`src/design/mewf_pkg.sv`:
```
// ----------------------------------------------------------------------------
// mewf_pkg
// Shared widths, register indexes and state codes of the median/EMA filter.
// ----------------------------------------------------------------------------
package mewf_pkg;

  localparam int unsigned WindowSizeDefault = 5;
  localparam int unsigned WindowSizeMax     = 32;

  localparam int unsigned SampleW  = 24;
  localparam int unsigned GainW    = 32;
  localparam int unsigned AlphaW   = 16;
  localparam int unsigned WeightW  = 48;
  localparam int unsigned CfgIdxW  = 1;
  localparam int unsigned CfgDataW = 32;
  localparam int unsigned CountW   = 5;

  localparam int unsigned Prod1W = SampleW + GainW;  // median * gain
  localparam int unsigned DiffW  = WeightW + 1;      // w - ema
  localparam int unsigned Prod2W = DiffW + AlphaW;   // alpha * diff

  localparam logic [AlphaW-1:0] AlphaReset = 16'd9830;

  typedef enum logic [CfgIdxW-1:0] {
    REG_GAIN_RECIPROCAL  = 1'b0,
    REG_SMOOTHING_WEIGHT = 1'b1
  } cfg_reg_e;

  typedef enum logic [5:0] {
    ST_IDLE = 6'b000001,
    ST_RANK = 6'b000010,
    ST_MUL1 = 6'b000100,
    ST_SUB  = 6'b001000,
    ST_MUL2 = 6'b010000,
    ST_DONE = 6'b100000
  } state_e;

endpackage

```
`src/design/mewf_if.sv`:
```
// ----------------------------------------------------------------------------
// mewf interfaces
// Valid/ready channels for samples, results and register writes.
// ----------------------------------------------------------------------------
interface mewf_in_if;
  logic                                     valid;
  logic                                     ready;
  logic signed [mewf_pkg::SampleW-1:0]      raw_sample;
  modport source (output valid, raw_sample, input ready);
  modport sink   (input valid, raw_sample, output ready);
endinterface

interface mewf_out_if;
  logic                                     valid;
  logic                                     ready;
  logic signed [mewf_pkg::WeightW-1:0]      filtered_weight;
  logic                                     updated;
  modport source (output valid, filtered_weight, updated, input ready);
  modport sink   (input valid, filtered_weight, updated, output ready);
endinterface

interface mewf_cfg_if;
  logic                                     valid;
  logic                                     ready;
  logic [mewf_pkg::CfgIdxW-1:0]             index;
  logic [mewf_pkg::CfgDataW-1:0]            data;
  modport source (output valid, index, data, input ready);
  modport sink   (input valid, index, data, output ready);
endinterface

```
`src/design/median_ema_weight_filter.sv`:
```
// Sequence per calibrated item: rank scan (stops at the median slot or the
// last slot), serial gain multiply, subtract, serial smoothing multiply and
// output; an uncalibrated item goes straight to the output step.
// One item at a time: a new sample is taken only in the idle state, and the
// output step waits while a result is pending. Reset clears window,
// write slot and average at once; items are taken from the first cycle after.
// ----------------------------------------------------------------------------
// median_ema_weight_filter
// Windowed median of load-cell samples, gain scaling and exponential
// smoothing, using a rank sequencer and bit-serial multipliers.
// ----------------------------------------------------------------------------
module median_ema_weight_filter #(
  parameter int unsigned WINDOW_SIZE = mewf_pkg::WindowSizeDefault
) (
  input  logic        clk_i,
  input  logic        rst_ni,
  mewf_cfg_if.sink    cfg_i,
  mewf_in_if.sink     in_i,
  mewf_out_if.source  out_o
);

  localparam int unsigned IdxW  = (WINDOW_SIZE > 1) ? $clog2(WINDOW_SIZE) : 1;
  localparam int unsigned RankW = $clog2(WINDOW_SIZE + 1);
  localparam logic [RankW-1:0] MedRank = RankW'(WINDOW_SIZE / 2);
  localparam logic [IdxW-1:0]  LastIdx = IdxW'(WINDOW_SIZE - 1);

  localparam int unsigned SW = mewf_pkg::SampleW;
  localparam int unsigned P1 = mewf_pkg::Prod1W;
  localparam int unsigned DW = mewf_pkg::DiffW;
  localparam int unsigned P2 = mewf_pkg::Prod2W;
  localparam int unsigned WW = mewf_pkg::WeightW;

  // Configuration registers
  logic [mewf_pkg::GainW-1:0]  gain_q;
  logic [mewf_pkg::AlphaW-1:0] alpha_q;

  // Window storage and average
  logic signed [SW-1:0] win_q [WINDOW_SIZE];
  logic [IdxW-1:0]      wp_q;
  logic signed [WW-1:0] ema_q;

  // Sequencer
  mewf_pkg::state_e            state_q, state_d;
  logic [mewf_pkg::CountW-1:0] cnt_q;

  // Serial multiplier registers
  logic [P1-1:0]               mcand1_q, acc1_q;
  logic [mewf_pkg::GainW-1:0]  mplier1_q;
  logic [P2-1:0]               mcand2_q, acc2_q;
  logic [mewf_pkg::AlphaW-1:0] mplier2_q;
  logic signed [DW-1:0]        diff_q;

  // Output register
  logic                 out_valid_q;
  logic signed [WW-1:0] out_weight_q;
  logic                 out_upd_q;
  logic                 upd_q;

  logic in_fire, out_free;
  logic [IdxW-1:0] cur_idx;
  logic [RankW-1:0] rank;
  logic signed [SW-1:0] cur_val;
  logic signed [WW-1:0] w_val;
  logic signed [DW-1:0] delta;

  assign cfg_i.ready = 1'b1;
  assign in_i.ready  = (state_q == mewf_pkg::ST_IDLE);
  assign in_fire     = in_i.valid && in_i.ready;
  assign out_free    = !out_valid_q || out_o.ready;

  assign out_o.valid           = out_valid_q;
  assign out_o.filtered_weight = out_weight_q;
  assign out_o.updated         = out_upd_q;

  // Rank of the slot under test: smaller values, and equal values in
  // lower slots, count below it.
  assign cur_idx = cnt_q[IdxW-1:0];
  assign cur_val = win_q[cur_idx];
  always_comb begin
    rank = '0;
    for (int j = 0; j < WINDOW_SIZE; j++) begin
      if ((win_q[j] < cur_val) || ((win_q[j] == cur_val) && (IdxW'(j) < cur_idx))) begin
        rank = rank + RankW'(1);
      end
    end
  end

  // Weight in Q32.16: product shifted right by 8 (floor); always fits 48 bits.
  assign w_val = acc1_q[P1-1:8];
  // Smoothing step: floor(alpha * diff / 2^16); stays between 0 and diff.
  assign delta = acc2_q[P2-1:mewf_pkg::AlphaW];

  always_comb begin
    state_d = state_q;
    case (state_q)
      mewf_pkg::ST_IDLE: begin
        if (in_fire) begin
          state_d = (gain_q != '0) ? mewf_pkg::ST_RANK : mewf_pkg::ST_DONE;
        end
      end
      mewf_pkg::ST_RANK: begin
        if (rank == MedRank || cur_idx == LastIdx) begin
          state_d = mewf_pkg::ST_MUL1;
        end
      end
      mewf_pkg::ST_MUL1: begin
        if (cnt_q == mewf_pkg::CountW'(mewf_pkg::GainW - 1)) begin
          state_d = mewf_pkg::ST_SUB;
        end
      end
      mewf_pkg::ST_SUB:  state_d = mewf_pkg::ST_MUL2;
      mewf_pkg::ST_MUL2: begin
        if (cnt_q == mewf_pkg::CountW'(mewf_pkg::AlphaW - 1)) begin
          state_d = mewf_pkg::ST_DONE;
        end
      end
      mewf_pkg::ST_DONE: begin
        if (out_free) begin
          state_d = mewf_pkg::ST_IDLE;
        end
      end
      default: state_d = mewf_pkg::ST_IDLE;
    endcase
  end

  always_ff @(posedge clk_i or negedge rst_ni) begin
    if (!rst_ni) begin
      state_q     <= mewf_pkg::ST_IDLE;
      gain_q      <= '0;
      alpha_q     <= mewf_pkg::AlphaReset;
      wp_q        <= '0;
      ema_q       <= '0;
      cnt_q       <= '0;
      out_valid_q <= 1'b0;
      upd_q       <= 1'b0;
      for (int k = 0; k < WINDOW_SIZE; k++) begin
        win_q[k] <= '0;
      end
    end else begin
      state_q <= state_d;

      if (cfg_i.valid) begin
        case (cfg_i.index)
          mewf_pkg::REG_GAIN_RECIPROCAL:  gain_q  <= cfg_i.data;
          mewf_pkg::REG_SMOOTHING_WEIGHT: alpha_q <= cfg_i.data[mewf_pkg::AlphaW-1:0];
          default: ;
        endcase
      end

      // Drop a taken result unless the done state refills the register.
      if (out_valid_q && out_o.ready && state_q != mewf_pkg::ST_DONE) begin
        out_valid_q <= 1'b0;
      end

      case (state_q)
        mewf_pkg::ST_IDLE: begin
          cnt_q <= '0;
          if (in_fire) begin
            upd_q <= (gain_q != '0);
            // Drop the sample while uncalibrated; else overwrite oldest slot.
            if (gain_q != '0) begin
              win_q[wp_q] <= in_i.raw_sample;
              wp_q        <= (wp_q == LastIdx) ? '0 : wp_q + IdxW'(1);
            end
          end
        end
        mewf_pkg::ST_RANK: begin
          if (rank == MedRank || cur_idx == LastIdx) begin
            cnt_q     <= '0;
            acc1_q    <= '0;
            mcand1_q  <= P1'(cur_val);
            mplier1_q <= gain_q;
          end else begin
            cnt_q <= cnt_q + mewf_pkg::CountW'(1);
          end
        end
        mewf_pkg::ST_MUL1: begin
          // Shift-add one gain bit per cycle.
          if (mplier1_q[0]) begin
            acc1_q <= acc1_q + mcand1_q;
          end
          mcand1_q  <= mcand1_q << 1;
          mplier1_q <= mplier1_q >> 1;
          cnt_q     <= cnt_q + mewf_pkg::CountW'(1);
        end
        mewf_pkg::ST_SUB: begin
          diff_q    <= DW'(w_val) - DW'(ema_q);
          cnt_q     <= '0;
          acc2_q    <= '0;
          mcand2_q  <= P2'(DW'(w_val) - DW'(ema_q));
          mplier2_q <= alpha_q;
        end
        mewf_pkg::ST_MUL2: begin
          if (mplier2_q[0]) begin
            acc2_q <= acc2_q + mcand2_q;
          end
          mcand2_q  <= mcand2_q << 1;
          mplier2_q <= mplier2_q >> 1;
          cnt_q     <= cnt_q + mewf_pkg::CountW'(1);
        end
        mewf_pkg::ST_DONE: begin
          if (out_free) begin
            out_valid_q  <= 1'b1;
            out_upd_q    <= upd_q;
            if (upd_q) begin
              ema_q        <= ema_q + WW'(delta);
              out_weight_q <= ema_q + WW'(delta);
            end else begin
              out_weight_q <= ema_q;
            end
          end
        end
        default: ;
      endcase
    end
  end

  // Assertions
  a_state_onehot: assert property (@(posedge clk_i) disable iff (!rst_ni)
    $onehot(state_q)) else $error("state not one-hot");

  a_wp_range: assert property (@(posedge clk_i) disable iff (!rst_ni)
    wp_q <= LastIdx) else $error("write slot out of range");

  a_uncal_skip: assert property (@(posedge clk_i) disable iff (!rst_ni)
    (in_fire && gain_q == '0) |=> (state_q == mewf_pkg::ST_DONE && !upd_q))
    else $error("uncalibrated item entered datapath");

  a_no_overwrite: assert property (@(posedge clk_i) disable iff (!rst_ni)
    (out_valid_q && !out_o.ready) |=> (out_valid_q && $stable(out_weight_q)))
    else $error("pending result overwritten");

  a_diff_used: assert property (@(posedge clk_i) disable iff (!rst_ni)
    (state_q == mewf_pkg::ST_MUL2 && $past(state_q) == mewf_pkg::ST_MUL2)
    |-> $stable(diff_q))
    else $error("difference changed during smoothing multiply");

endmodule
```
`src/flat_wrapper.sv`:
```
// flat-port wrapper written by rule: the top's interface ports become plain ports
module median_ema_weight_filter_flat 
#(
  parameter int unsigned WINDOW_SIZE = mewf_pkg::WindowSizeDefault
)
  (clk_i, rst_ni, cfg_i_valid, cfg_i_index, cfg_i_data, cfg_i_ready, in_i_valid, in_i_raw_sample, in_i_ready, out_o_valid, out_o_filtered_weight, out_o_updated, out_o_ready);
  mewf_cfg_if cfg_i_i ();
  mewf_in_if in_i_i ();
  mewf_out_if out_o_i ();
  input  logic clk_i;
  input  logic rst_ni;
  input wire logic [$bits(cfg_i_i.valid)-1:0] cfg_i_valid;
  input wire logic [$bits(cfg_i_i.index)-1:0] cfg_i_index;
  input wire logic [$bits(cfg_i_i.data)-1:0] cfg_i_data;
  output wire logic [$bits(cfg_i_i.ready)-1:0] cfg_i_ready;
  input wire logic [$bits(in_i_i.valid)-1:0] in_i_valid;
  input wire logic [$bits(in_i_i.raw_sample)-1:0] in_i_raw_sample;
  output wire logic [$bits(in_i_i.ready)-1:0] in_i_ready;
  output wire logic [$bits(out_o_i.valid)-1:0] out_o_valid;
  output wire logic [$bits(out_o_i.filtered_weight)-1:0] out_o_filtered_weight;
  output wire logic [$bits(out_o_i.updated)-1:0] out_o_updated;
  input wire logic [$bits(out_o_i.ready)-1:0] out_o_ready;
  assign cfg_i_i.valid = cfg_i_valid;
  assign cfg_i_i.index = cfg_i_index;
  assign cfg_i_i.data = cfg_i_data;
  assign cfg_i_ready = cfg_i_i.ready;
  assign in_i_i.valid = in_i_valid;
  assign in_i_i.raw_sample = in_i_raw_sample;
  assign in_i_ready = in_i_i.ready;
  assign out_o_valid = out_o_i.valid;
  assign out_o_filtered_weight = out_o_i.filtered_weight;
  assign out_o_updated = out_o_i.updated;
  assign out_o_i.ready = out_o_ready;
  median_ema_weight_filter #(.WINDOW_SIZE(WINDOW_SIZE)) u_core (.clk_i(clk_i), .rst_ni(rst_ni), .cfg_i(cfg_i_i), .in_i(in_i_i), .out_o(out_o_i));
endmodule
```
`config.mk`:
```
export PLATFORM = sky130hd
export DESIGN_NAME = median_ema_weight_filter_flat
export DESIGN_NICKNAME = d
export VERILOG_FILES = /design/src/design/mewf_pkg.sv /design/src/design/mewf_if.sv /design/src/design/median_ema_weight_filter.sv /design/src/flat_wrapper.sv
export SDC_FILE = /design/constraint.sdc
export NUM_CORES = 2
export LEC_CHECK = 0
export BUFFER_PORTS_ARGS = -buffer_cell sky130_fd_sc_hd__buf_2
export CAP_MARGIN = 25
export CORE_MARGIN = 4
export CORE_UTILIZATION = 25
export DETAILED_ROUTE_END_ITERATION = 7
export GPL_ROUTABILITY_DRIVEN = 0
export PLACE_DENSITY = 0.39
export SLEW_MARGIN = 20
export SYNTH_ARGS = -nofsm -noshare
export SYNTH_HDL_FRONTEND = slang
export SYNTH_SLANG_ARGS = --single-unit
```
`constraint.sdc`:
```
create_clock -name clk_i -period 11 [get_ports clk_i]
set_input_delay 2.75 -clock clk_i [delete_from_list [all_inputs] [get_ports clk_i]]
set_output_delay 2.75 -clock clk_i [all_outputs]
set_load 0.02 [all_outputs]
```
Yosys cells after proc, flatten, opt, wreduce, memory -nomap -nowiden
Index checks and enable logic that the tools add are counted.
{ "classes": {"add_sub_neg": 10, "n_eq_ne": 24, "n_reduce_logical": 34, "order_cmp": 13, "bitwise": 3, "n_mux": 36} }
{ "op_table": {"columns": ["cell", "count"], "rows": [
  ["$pmux 65 s2", 2],
  ["$pmux 56 s2", 2],
  ["$mux 56", 3],
  ["$bwmux 120", 1],
  ["$eq 24x24->1", 5],
  ["$lt 24x24->1", 5],
  ["$bmux 24 s3", 1],
  ["$demux 24 s3", 1],
  ["$mux 24", 3],
  ["$add 65x65->65", 1],
  ["$mux 65", 1],
  ["$pmux 32 s2", 1],
  ["$add 56x56->56", 1],
  ["$sub 48x48->49", 1],
  ["$add 48x48->48", 1],
  ["$mux 48", 1],
  ["$mux 6", 6],
  ["$pmux 6 s6", 1],
  ["$mux 32", 1],
  ["$pmux 16 s2", 1],
  ["$reduce_bool 32->1", 1],
  ["$mux 3", 5],
  ["$pmux 5 s3", 1],
  ["$add 3x1->3 const B", 4],
  ["34 further kinds", 70]
]} }
{ "word_totals": {"inputBits": 62, "reg_bits": 571, "output_inout_bits": 52} }

Depth between registers and ports, before layout
{ "logic_depth": {"ltp_word": 20, "mapped_depth": 33, "ltp_nobuf": 30} }

Worst setup path before layout
OpenSTA, ideal clock, no wires.
{ "synth_timing": {"path_type": "input to register", "from": "in rst_ni", "to": "reg u_core.acc2_q[0] (enable)", "arrival_ns": 11.592, "setup_time_ns": 0.583, "n_path_buf": 0, "path_stages": 3, "setup_slack_ns": -1.176, "required_ns": 10.417, "path_cell_list": "inv_1 a21oi_1 a21boi_0"} }
{ "synth_via": {"elab_chain_cells": 1} }
{ "synth_lines": {"columns": ["item", "line", "rtl"], "rows": [
  ["from (decl)", "flat_wrapper.sv:11", "input logic rst_ni;"],
  ["$reduce_and 3->1 (no line)", null, null],
  ["to (signal assigned)", "median_ema_weight_filter.sv:195", "acc2_q <= acc2_q + mcand2_q;"],
  ["to (decl)", "median_ema_weight_filter.sv:49", "logic [P2-1:0] mcand2_q, acc2_q;"]
]} }
No other way between the ends.
A chain may end at the register's enable or synchronous reset.

Worst setup path after layout
{ "layout_timing": {"from": "reg u_core.cnt_q[0] (netlist bit)", "to": "reg u_core.mplier1_q[19] (netlist bit) (enable)"} }
{ "layout_via": {"elab_chain_cells": 20, "elab_cells_between_ends": 43, "cone_classes": "4 x add/sub; 10 x order compare; 8 x eq/ne; 8 x mux; 1 x bitwise; 12 x reduce/logical"} }
{ "layout_lines": {"columns": ["item", "line", "rtl"], "rows": [
  ["from (decl)", "median_ema_weight_filter.sv:44", "logic [mewf_pkg::CountW-1:0] cnt_q;"],
  ["from (signal assigned)", "median_ema_weight_filter.sv:174", "cnt_q <= cnt_q + mewf_pkg::CountW'(1);"],
  ["from (signal assigned)", "median_ema_weight_filter.sv:184", "cnt_q <= cnt_q + mewf_pkg::CountW'(1);"],
  ["from (signal assigned)", "median_ema_weight_filter.sv:199", "cnt_q <= cnt_q + mewf_pkg::CountW'(1);"],
  ["parallel branches: the longest is 17 deep, another holds $lt 24x24->1", null, null],
  ["$logic_or 1x1->1 (*)", "median_ema_weight_filter.sv:168", "if (rank == MedRank || cur_idx == LastIdx) begin"],
  ["$ne 2x1->1 (no line) (*)", null, null],
  ["$reduce_and 3->1 (no line) (*)", null, null],
  ["to (signal assigned)", "median_ema_weight_filter.sv:172", "mplier1_q <= gain_q;"],
  ["to (signal assigned)", "median_ema_weight_filter.sv:183", "mplier1_q <= mplier1_q >> 1;"],
  ["to (decl)", "median_ema_weight_filter.sv:48", "logic [mewf_pkg::GainW-1:0] mplier1_q;"]
]} }
Mark *: on every way between the ends. The select of a mux whose other input is x is not followed.

==> results by group <==
Route
  – Uppermost layer routed: met5
  – Metal-1 WL: 55,700 um
  – Post-route ant nets: 0
  – Initial DRC count: 1,704
  – DR WL/cell: between 15 and 20 um
  – Sum of routed wire length over all layers: 109,000 um
  – Final routed DRC violation total: 0
  – Number of vias after detailed routing: 27,300
  – Via density per instance: between 4 and 5
  – Router iterations before antenna repair: 5
  – WL met2: ~46,000 um
  – Total met3 wirelength after detailed routing: approximately 4400 um

Clock tree
  – Post-CTS setup-driven buffer insertion count: 0
  – Clock transition time at the flip-flop clock pins of the worst setup and hold paths: around 60 ps
  – Number of buffers added by the clock tree synthesis step: 74
  – Root cell of the clock tree: clkbuf_16
  – Maximum clock path buffer count: 3
  – Clock tree from TritonCTS: yes
  – Later-pin clock latency in the skew report: between 600 and 700 ps
  – Count of hold buffers inserted by post-cts repair: 0
  – H-Tree Level Count: 3
  – Number of instances resized during post-cts repair: 0
  – CTS sink cnt: approximately 570

Floorplan
  – Die X-Extent: 391 um
  – Y dimension of the die: about 400 um
  – DIE AREA: 153,000 um^2
  – Std cell rows: 140
  – Starting Density: 0.252
  – Standard cell core area: around 150,000 um^2
  – Ports: 114

Pwr
  – Peak supply drop: around 0.2 mV
  – Lkg Pwr: 0.0176 uW
  – Internal power: 6420 uW
  – Switching share of power: 0.393
  – Switching pwr: between 4000 and 5000 uW
  – Combinational share of power: 0.448
  – Sequential power share: 0.312
  – Power density cells: 252 nW/um^2
  – Clock group share of total power: 0.240

Cells and area
  – End-of-flow core utilization: 0.288
  – Total area of multi-input combinational cells: 19,900 um^2
  – Fraction of layout cells with a size suffix above 1: 0.135
  – Layout overhead on the synthesized area: 14.3%
  – Number of filler instances in the final layout: 15,300
  – Final net count: 4,125
  – Area of all sequential standard cells: ~16,000 um^2

Synth
  – Net count of the mapped netlist: approximately 4,000
  – Mean area per synthesized cell: a little over 10 um^2
  – Number of warnings printed during yosys synthesis: 0
  – Post-Synth Simple-Gate Area: 0.127
  – Number of enable-type register cells in the synthesized netlist: about 340
  – Share of the synthesized area in compound gates (AO/OA/AOI/OAI): 0.171
  – Gate Count Post-Synth: 3,633
  – Adder-Cell Fraction of Synth Area: 0.119
  – Main combinational cell family by area after synthesis: compound AO/OA/AOI/OAI gates
  – Most common cell in the synthesized netlist: nand2_1
  – Count of unique library cells instantiated by Yosys: just under 90
  – Post-Synthesis Cell Area: between 30,000 and 40,000 um^2
  – Seq/Total Area, Yosys: 0.434
  – Async S/R FF share, synth: 0.408
  – Most frequent cells after synthesis: 393 x nand2_1, 343 x ha_1, 337 x edfxtp_1
  – Largest area contributor in the netlist: edfxtp_1
  – Share of synthesized area spent on multiplexers: 0.0776
  – Synthesized-area fraction occupied by xor and xnor cells: 0.0452
  – Cell types with the largest area share after synthesis: edfxtp_1 28%, dfrtp_1 15%, ha_1 12%
  – Register bit count reported by yosys: ~570
  – Fraction of post-synthesis cell area in the top cell type by area: 0.275
  – Top_reg_cell synth: edfxtp_1

Timing
  – Setup total negative slack: 0 ps
  – Worst clock skew: roughly 23 ps
  – Number of hold-slack violations in the final timing report: 0
  – Period minus WS final: between 8000 and 9000 ps
  – Final Setup Violations: 0
  – Number of max-slew violations in the final report: 0
  – Setup repair after global routing missed its margin: false
  – Slew at the pin closest to its max-slew limit: 1030 ps
  – Part of the cycle the worst path needs: 0.745
  – Maximum clock frequency: 122 MHz
  – Max_slew headroom: 0.301

GRT
  – Overall Global Routing Usage: 0.141
  – Number of antenna violations at the first check in global routing: 10
  – First-pass GRT wire length: 169,000 um
  – Vias in the first global route: 27,200
  – Maximum number of pins on one net before global-route repair: 171
  – Overall overflow remaining after global route: 0

Critical path
  – CP max-delay cell: dfrtp_2
  – Kind of end point of the critical path: flip-flop
  – Kind of cell adding the most delay to the critical path: compound AO/OA/AOI/OAI gates
  – Kind of start point of the critical path: flip-flop
  – Most Frequent Cell on Critical Path: o21ai_0
  – Number of buffer and inverter instances along the worst setup path: 3
  – Worst setup path class: flip-flop to flip-flop
  – Highest fanout seen on the critical path: 58
  – CP max stage delay: 850 ps
  – WP data required: ~11,000 ps
  – Signal arrival time at the worst endpoint: between 8000 and 9000 ps

Job
  – Max cap viols: 0

Worst hold path
  – Min-Delay Path Class: flip-flop to flip-flop

Placement
  – Half-perimeter wire length after detailed placement: about 80,000 um
  – Count of port buffers added during placement: between 100 and 150

Outcome
  – Outcome: finished, final reports clean
[state kept, by name, summed over array words and instances (netlist names)]
| signal | count |
|---|---|
| u_core.win_q | 120 |
| u_core.acc2_q | 64 |
| u_core.mcand2_q | 64 |
| u_core.acc1_q | 56 |
| u_core.mcand1_q | 56 |
| u_core.ema_q | 48 |
| u_core.out_o.filtered_weight | 48 |
| u_core.gain_q | 32 |
| u_core.mplier1_q | 32 |
| u_core.alpha_q | 16 |
| u_core.mplier2_q | 16 |
| u_core.state_q | 6 |
| u_core.cnt_q | 5 |
| u_core.wp_q | 3 |
| u_core.out_o.updated | 1 |
| u_core.out_o.valid | 1 |
| u_core.upd_q | 1 |
[area by class of cell]
type,instances,area share
Tap cell,1917,0.0571
Timing Repair Buffer,137,0.0186
Multi-Input combinational cell,2814,0.474
Clock inverter,34,0.00902
Inverter,120,0.0107
Sequential cell,569,0.379
Clock buffer,102,0.0506
Antenna cell,3,0.000179
[metrics by stage]
step	setup WS (ps)	power [uW]	hold WS (ps)	area (um^2)	cells
finish	2800	10600	495	42000	5696
global route	2120	11500	511	42000	5693
CTS	2700	10700	497	42000	5693
detailed placement	2750	8090	487	39500	5557
global placement	2860	8110	487	39500	5557
floorplan	626	6720	423	36700	3633
[layout by cell type, fill, tap and decap left out, types with 18 or more instances in the layout]
| cell | synthesis | final |
|---|---|---|
| xnor2_1 | 111 | 111 |
| nor3_1 | 33 | 33 |
| nand2b_1 | 54 | 54 |
| ha_1 | 343 | 343 |
| a21oi_1 | 302 | 301 |
| edfxtp_1 | 337 | 337 |
| inv_1 | 119 | 119 |
| xor2_1 | 76 | 76 |
| nor2_1 | 299 | 298 |
| clkbuf_1 | 111 | 18 |
| and3_1 | 19 | 19 |
| o211ai_1 | 18 | 18 |
| nand3_1 | 44 | 44 |
| nand4_1 | 59 | 59 |
| clkbuf_16 | 0 | 80 |
| a21o_1 | 192 | 192 |
| nor2b_1 | 34 | 32 |
| o21a_1 | 59 | 59 |
| a211oi_1 | 18 | 18 |
| o21bai_1 | 27 | 27 |
| buf_4 | 1 | 23 |
| buf_2 | 1 | 111 |
| a31oi_1 | 34 | 34 |
| nor4_1 | 23 | 23 |
| dfrtp_1 | 224 | 222 |
| o21ai_0 | 215 | 215 |
| mux2i_1 | 52 | 52 |
| nand2_1 | 393 | 391 |
| mux2_2 | 205 | 205 |
[per-layer routing]
layer | track usage | vias up
met1 | 0.207 | 13100
met2 | 0.212 | 432
li1 | - | 13600
met4 | 0.0388 | 12
met5 | 0 | -
met3 | 0.0258 | 146
[tightest hold or removal path: cells and delay by family (launching register included)]
kind,cells,cell delay [ps]
and+or+nand+nor,2,80
DFF,1,320
[power groups by stage]
stage / clock network [uW] / registers, uW / logic, uW
2_1_floorplan: 0 / 3070 / 3650
3_3_place_gp: 0 / 3360 / 4750
3_5_place_dp: 0 / 3350 / 4740
4_1_cts: 2640 / 3310 / 4770
5_1_grt: 2730 / 3350 / 5420
6_report: 2540 / 3300 / 4740
[logic make-up (layout without fill, tap and decap cells)]
kind of cell,count (synthesis),after routing
other,1,4
and+or+nand+nor,1029,1029
buffers and inverters,250,393
AOI/OAI and AO/OA,991,991
DFF,569,569
muxes,258,258
adders and majority gates,347,347
xor gates and xnor gates,188,188
[path summary, 6_finish.rpt]
path,cells past startpoint,from,slack (ps),end
worst max-delay path,30,u_core.cnt_q[0]$_DFFE_PN0P_,2800,u_core.mplier1_q[19]$_DFFE_PP_
worst min-delay path,2,u_core.mplier1_q[11]$_DFFE_PP_,500,u_core.mplier1_q[10]$_DFFE_PP_
worst max register to register,30,u_core.cnt_q[0]$_DFFE_PN0P_,2800,u_core.mplier1_q[19]$_DFFE_PP_
worst min register to register,2,u_core.mplier1_q[11]$_DFFE_PP_,500,u_core.mplier1_q[10]$_DFFE_PP_
max in group asynchronous,3,rst_ni,7070,u_core.win_q[3]$_DFFE_PN0P_
min in group asynchronous,1,rst_ni,2040,u_core.gain_q[19]$_DFFE_PN0P_
No activity file was read; power rests on OpenSTA's default activity.
